### src/sv/sfc_pkg.sv
// Shared constants, codes and types of the stereo FIR convolver.
// Used by every module of the block; depends on nothing.
package sfc_pkg;

   // Sizes of the stores and the arithmetic.
   localparam int MAX_TAPS   = 1024;
   localparam int TAP_ADDR_W = 10;
   localparam int COUNT_W    = 11;
   localparam int SAMPLE_W   = 16;
   localparam int PROD_W     = 32;
   localparam int ACC_W      = 40;
   localparam int GAIN_W     = 16;
   localparam int UNITY_GAIN = 32768;
   localparam int FRAC_BITS  = 15;

   // Opcodes of an input word.
   localparam logic [1:0] OP_LOAD_TAP = 2'd0;
   localparam logic [1:0] OP_PROCESS  = 2'd1;
   localparam logic [1:0] OP_CLEAR    = 2'd2;

   // Configuration register indexes.
   localparam logic [1:0] CSR_ENABLE    = 2'd0;
   localparam logic [1:0] CSR_WET_MIX   = 2'd1;
   localparam logic [1:0] CSR_TAP_COUNT = 2'd2;

   // Control of one history lane.
   typedef struct packed {
      logic                  wr_en;
      logic [TAP_ADDR_W-1:0] wr_addr;
      logic                  rd_en;
      logic [TAP_ADDR_W-1:0] rd_addr;
      logic                  acc_clear;
   } sfc_lane_ctrl_type;

   // Operands handed to the mixer.
   typedef struct packed {
      logic                       start;
      logic [GAIN_W-1:0]          wet_gain;
      logic signed [SAMPLE_W-1:0] dry_left;
      logic signed [SAMPLE_W-1:0] dry_right;
      logic signed [ACC_W-1:0]    acc_left;
      logic signed [ACC_W-1:0]    acc_right;
   } sfc_mix_req_type;

   // Result of the mixer.
   typedef struct packed {
      logic                       done;
      logic signed [SAMPLE_W-1:0] left;
      logic signed [SAMPLE_W-1:0] right;
      logic                       clipped;
   } sfc_mix_result_type;

endpackage

### src/sv/sfc_mixer.sv
// Merging stage: wet/dry mix of both lanes on one shared multiplier,
// rounding, saturation and the common clip flag. Depends on sfc_pkg.
module sfc_mixer (
   input  logic                        clock,
   input  logic                        reset,
   input  sfc_pkg::sfc_mix_req_type    req,
   output sfc_pkg::sfc_mix_result_type result
);
   import sfc_pkg::*;

   localparam int MUL_A_W = GAIN_W + 1;
   localparam int MUL_B_W = ACC_W - 16 + 1;
   localparam int MUL_W   = MUL_A_W + MUL_B_W;
   localparam int SUM_W   = 58;
   localparam int RND_SH  = 2 * FRAC_BITS;
   localparam logic signed [SUM_W-1:0] ROUND_BIAS = SUM_W'(1) << (RND_SH - 1);
   localparam logic [3:0] LAST_MUL  = 4'd5;
   localparam logic [3:0] FINISH    = 4'd7;

   logic [3:0]                 step_ff;
   logic                       busy_ff;
   logic                       done_ff;
   logic [GAIN_W-1:0]          dry_gain;
   logic signed [MUL_A_W-1:0]  op_a;
   logic signed [MUL_B_W-1:0]  op_b;
   logic [4:0]                 shift;
   logic                       right_sel;
   logic signed [MUL_W-1:0]    prod_ff;
   logic [4:0]                 pshift_ff;
   logic                       pright_ff;
   logic                       pvld_ff;
   logic signed [SUM_W-1:0]    term;
   logic signed [SUM_W-1:0]    sum_l_ff;
   logic signed [SUM_W-1:0]    sum_r_ff;
   logic signed [SAMPLE_W-1:0] left_ff;
   logic signed [SAMPLE_W-1:0] right_ff;
   logic                       clip_ff;
   logic signed [SAMPLE_W-1:0] left_in;
   logic signed [SAMPLE_W-1:0] right_in;
   logic                       clip_l;
   logic                       clip_r;

   // Round half up to Q1.15 and saturate one channel.
   function automatic logic signed [SAMPLE_W:0] round_sat(input logic signed [SUM_W-1:0] s);
      logic signed [SUM_W-1:0] r;
      logic signed [SUM_W-1:0] hi;
      logic signed [SUM_W-1:0] lo;
      r  = (s + ROUND_BIAS) >>> RND_SH;
      hi = SUM_W'((1 << (SAMPLE_W - 1)) - 1);
      lo = -hi - SUM_W'(1);
      if (r > hi) begin
         round_sat = {1'b1, hi[SAMPLE_W-1:0]};
      end else if (r < lo) begin
         round_sat = {1'b1, lo[SAMPLE_W-1:0]};
      end else begin
         round_sat = {1'b0, r[SAMPLE_W-1:0]};
      end
   endfunction

   assign dry_gain = GAIN_W'(UNITY_GAIN) - req.wet_gain;

   // Operand selection: dry term, upper and lower accumulator halves per channel.
   always_comb begin
      op_a      = '0;
      op_b      = '0;
      shift     = '0;
      right_sel = 1'b0;
      case (step_ff)
         4'd0: begin
            op_a  = {1'b0, dry_gain};
            op_b  = MUL_B_W'(req.dry_left);
            shift = 5'(FRAC_BITS);
         end
         4'd1: begin
            op_a  = {1'b0, req.wet_gain};
            op_b  = MUL_B_W'($signed(req.acc_left[ACC_W-1:16]));
            shift = 5'd16;
         end
         4'd2: begin
            op_a  = {1'b0, req.wet_gain};
            op_b  = {{(MUL_B_W-16){1'b0}}, req.acc_left[15:0]};
         end
         4'd3: begin
            op_a      = {1'b0, dry_gain};
            op_b      = MUL_B_W'(req.dry_right);
            shift     = 5'(FRAC_BITS);
            right_sel = 1'b1;
         end
         4'd4: begin
            op_a      = {1'b0, req.wet_gain};
            op_b      = MUL_B_W'($signed(req.acc_right[ACC_W-1:16]));
            shift     = 5'd16;
            right_sel = 1'b1;
         end
         4'd5: begin
            op_a      = {1'b0, req.wet_gain};
            op_b      = {{(MUL_B_W-16){1'b0}}, req.acc_right[15:0]};
            right_sel = 1'b1;
         end
         default: begin
            op_a = '0;
         end
      endcase
   end

   assign term = {{(SUM_W-MUL_W){prod_ff[MUL_W-1]}}, prod_ff} <<< pshift_ff;
   assign {clip_l, left_in}  = round_sat(sum_l_ff);
   assign {clip_r, right_in} = round_sat(sum_r_ff);

   // Step sequencer.
   always_ff @(posedge clock) begin
      if (reset) begin
         step_ff <= '0;
         busy_ff <= 1'b0;
         done_ff <= 1'b0;
         pvld_ff <= 1'b0;
      end else begin
         done_ff <= 1'b0;
         if (req.start) begin
            step_ff <= '0;
            busy_ff <= 1'b1;
            pvld_ff <= 1'b0;
         end else if (busy_ff) begin
            step_ff <= step_ff + 4'd1;
            pvld_ff <= (step_ff <= LAST_MUL);
            if (step_ff == FINISH) begin
               busy_ff <= 1'b0;
               done_ff <= 1'b1;
            end
         end
      end
   end

   // Products, channel sums and the final words.
   always_ff @(posedge clock) begin
      if (req.start) begin
         sum_l_ff <= '0;
         sum_r_ff <= '0;
      end else if (pvld_ff) begin
         if (pright_ff) begin
            sum_r_ff <= sum_r_ff + term;
         end else begin
            sum_l_ff <= sum_l_ff + term;
         end
      end
      if (busy_ff && step_ff <= LAST_MUL) begin
         prod_ff   <= op_a * op_b;
         pshift_ff <= shift;
         pright_ff <= right_sel;
      end
      if (busy_ff && step_ff == FINISH) begin
         left_ff  <= left_in;
         right_ff <= right_in;
         clip_ff  <= clip_l | clip_r;
      end
   end

   assign result.done    = done_ff;
   assign result.left    = left_ff;
   assign result.right   = right_ff;
   assign result.clipped = clip_ff;

endmodule

### config.mk
export PLATFORM = sky130hd
export DESIGN_NAME = sfc_mixer
export DESIGN_NICKNAME = d
export VERILOG_FILES = /design/src/sv/sfc_pkg.sv /design/src/sv/sfc_mixer.sv
export SDC_FILE = /design/constraint.sdc
export NUM_CORES = 2
export LEC_CHECK = 0
export BUFFER_PORTS_ARGS = -buffer_cell sky130_fd_sc_hd__clkbuf_2
export CORE_MARGIN = 5
export CORE_UTILIZATION = 50
export CTS_BUF_LIST = sky130_fd_sc_hd__clkbuf_4
export CTS_CLUSTER_SIZE = 14
export DETAILED_ROUTE_END_ITERATION = 10
export PLACE_DENSITY_LB_ADDON = 0.1
export REMOVE_ABC_BUFFERS = 1
export SKIP_LAST_GASP = 1
export SYNTH_ARGS = -nofsm -noshare
export SYNTH_HDL_FRONTEND = slang
export SYNTH_SLANG_ARGS = --single-unit
### constraint.sdc
create_clock -name clock -period 9.2 [get_ports clock]
set_clock_uncertainty 0.05 [all_clocks]
set_input_delay 0.92 -clock clock [delete_from_list [all_inputs] [get_ports clock]]
set_output_delay 0.92 -clock clock [all_outputs]
set_load 0.05 [all_outputs]
==> impl_metrics.toml <==
[run_status]
status = "finished, final reports clean"

[timing]
finalCritPeriodShare = 0.941
rsz0062_at_grt = "false"
relSlewSlack = 0.223
maxSlewViolCount = 0
fmax_mhz = 115
setup_viol = 0
tns_ns = 0
hold_viol = 0
tightest_slew_ns = 1.16
fin_crit_ns = 8.66

[hold_path]
min_from = "sum_l_ff[18]"
min_path_cells = 2
worstHoldPathType = "flip-flop to flip-flop"
hold_end = "sum_l_ff[18]"

[cells_and_area]
areaGrowthSynthToFinish_pct = 8.31
drive_above_1_share = 0.104
final_nets = 4543
stdcell_count = 4634
final_area_um2 = 32800
utilization = 0.545

[logic_synthesis]
netlist.area_leader.share = 0.253
synth_warnings = 0
ys.flop_type = "dfxtp_1"
synth_edf_count = 78
synth.avg_cell_area_um2 = 8.23
synth_most_common_cell = "nand2_1"
synth_common_cells = "534 x nand2_1, 512 x inv_1, 383 x fa_1"
yosysTopAreaCell = "fa_1"
syn_inst = 3680
ys_types = 94
syn_area_um2 = 30300
ys_seq_area_frac = 0.159
synth.area.top_cells = "fa_1 25%, ha_1 9.3%, dfxtp_1 8.1%"
synthArstFlopShare = 0
yosys_register_bits = 201

[worst_setup_path]
path_common_cell = "fa_1"
crit_path_max_incr_delay_ns = 0.57
critPathSlowestCell = "fa_1"
critPathCaptureType = "flip-flop"
cp_top_family = "adder cells"
path_class = "flip-flop to flip-flop"
r2r_cells = 32
r2r-start = "step_ff[0]"
cp.arrival_ns = 9.16
rrSetupSlack_ns = 0.54
cp_max_fo = 24
crit_path_start_kind = "flip-flop"
path_buf_inv = 8
timing.rr.end = "prod_ff[33]"
critPathRequiredTime_ns = 9.70

[clocking]
numCtsBuffers = 53
htree_levels = 2
clk_latency_ns = 0.75
cts_tree = "done"
clockBufferDepth = 3
hold_buffers = 0
cts.sinks = 201
clkTransAtPathRegs_ns = 0.07
root_buffer = "clkbuf_4"

[global_route]
antenna_found_initial = 1
overflow = 0
grt_pass1_vias = 26400
grt_pass1_wl_mm = 139
grt_usage = 0.256
grt_max_degree = 61

[drt]
drt-pass1-iter-count = 9
drc = 0
maxUsedRoutingLayer = "met4"
final_antenna_net_count = 0
num_vias = 25800
wl_met3_mm = 4.68
met1_length_mm = 38.2
wl_per_cell_um = 18.4
met2_length_mm = 39.9
drtIter0Drc = 1850
totalWireLength_mm = 85.1
vias_per_cell = 5.57

[floorplan]
die-height_um = 256
die_area_um2 = 65600
pin_count = 165
start_util = 0.504
coreArea_um2 = 60100
rows = 90
die_w_um = 256

[place]
place_inst = 4532
placed_area_um2 = 32100
port_buffers = 164
gp_congestion = 0.945
post-dp-hpwl_mm = 69.8

[run]
max_cap_violations = 0
[cell usage in the layout, fill, tap and decap left out, types with 66 or more instances in the layout]
master | netlist | final
ha_1 | 224 | 224
nor2_1 | 294 | 294
dfxtp_1 | 123 | 123
a21oi_1 | 276 | 275
buf_4 | 4 | 89
a21o_1 | 89 | 89
xor2_1 | 75 | 75
fa_1 | 383 | 383
clkbuf_4 | 0 | 66
o21ai_0 | 133 | 131
inv_1 | 512 | 512
nand3_1 | 74 | 74
xnor2_1 | 108 | 108
nand2_1 | 534 | 533
clkbuf_2 | 1 | 163
edfxtp_1 | 78 | 78
[worst min-delay path: stages, from the launching register on]
cell and delay (ns):
dfxtp_1 0.31, nand2_1 0.05, a21oi_1 0.05
[stage by stage]
step | hold WS [ns] | worst slack, ns
5_1_grt | 0.422 | 0.0228
2_1_floorplan | 0.380 | -0.00387
6_report | 0.405 | 0.542
3_3_place_gp | 0.395 | 0.0830
4_1_cts | 0.362 | 0.413
3_5_place_dp | 0.398 | 0.0123
[worst max path at each step]
stage                from          end  slack [ns]  cells past startpoint
4_1_cts        step_ff[0]  prod_ff[33]        0.41                     32
3_5_place_dp     req[116]  prod_ff[41]        0.01                     30
3_3_place_gp     req[116]  prod_ff[41]        0.08                     30
5_1_grt        step_ff[0]  prod_ff[33]        0.02                     32
2_1_floorplan    req[116]  prod_ff[41]      -0.004                     27
6_report       step_ff[0]  prod_ff[33]        0.54                     32
[cell type report]
cell class / instances / area [um2]
Tap cell: 782 / 978
Sequential cell: 201 / 4800
Inverter: 513 / 1930
Timing Repair Buffer: 253 / 1500
Multi-Input combinational cell: 2783 / 22900
Antenna cell: 5 / 12.5
Clock buffer: 66 / 495
Fill cell: 5811 / 27300
Clock inverter: 31 / 186
[registers in the layout (all words and copies together) (netlist names)]
name,flops
sum_l_ff,58
sum_r_ff,58
prod_ff,42
left_ff,16
right_ff,16
step_ff,4
pshift_ff,2
busy_ff,1
clip_ff,1
done_ff,1
pright_ff,1
pvld_ff,1
[kinds of logic (layout without fill, tap and decap cells)]
kind of cell,after synthesis,after routing,synth area share
AOI/OAI and AO/OA,777,777,0.165
xor gates and xnor gates,183,183,0.0529
adders and majority gates,607,607,0.346
buffers and inverters,696,863,0.0876
DFF,201,201,0.159
muxes,32,32,0.0148
other,0,5,0
and+or+nand+nor,1184,1184,0.175
[metal layers]
| metal | global-route usage | up-vias |
|---|---|---|
| met5 | 0 | - |
| met4 | 0.0756 | 0 |
| met3 | 0.0321 | 124 |
| met2 | 0.428 | 805 |
| met1 | 0.351 | 12400 |
| li1 | - | 12500 |
[what timing repair did]
item	CTS	global route
setup endpoints to repair	0	6
setup buffers	0	0
gates resized for setup	0	5
Power is not shown: default switching activity piles up to over one toggle a cycle in this logic, so the estimate is an artifact.
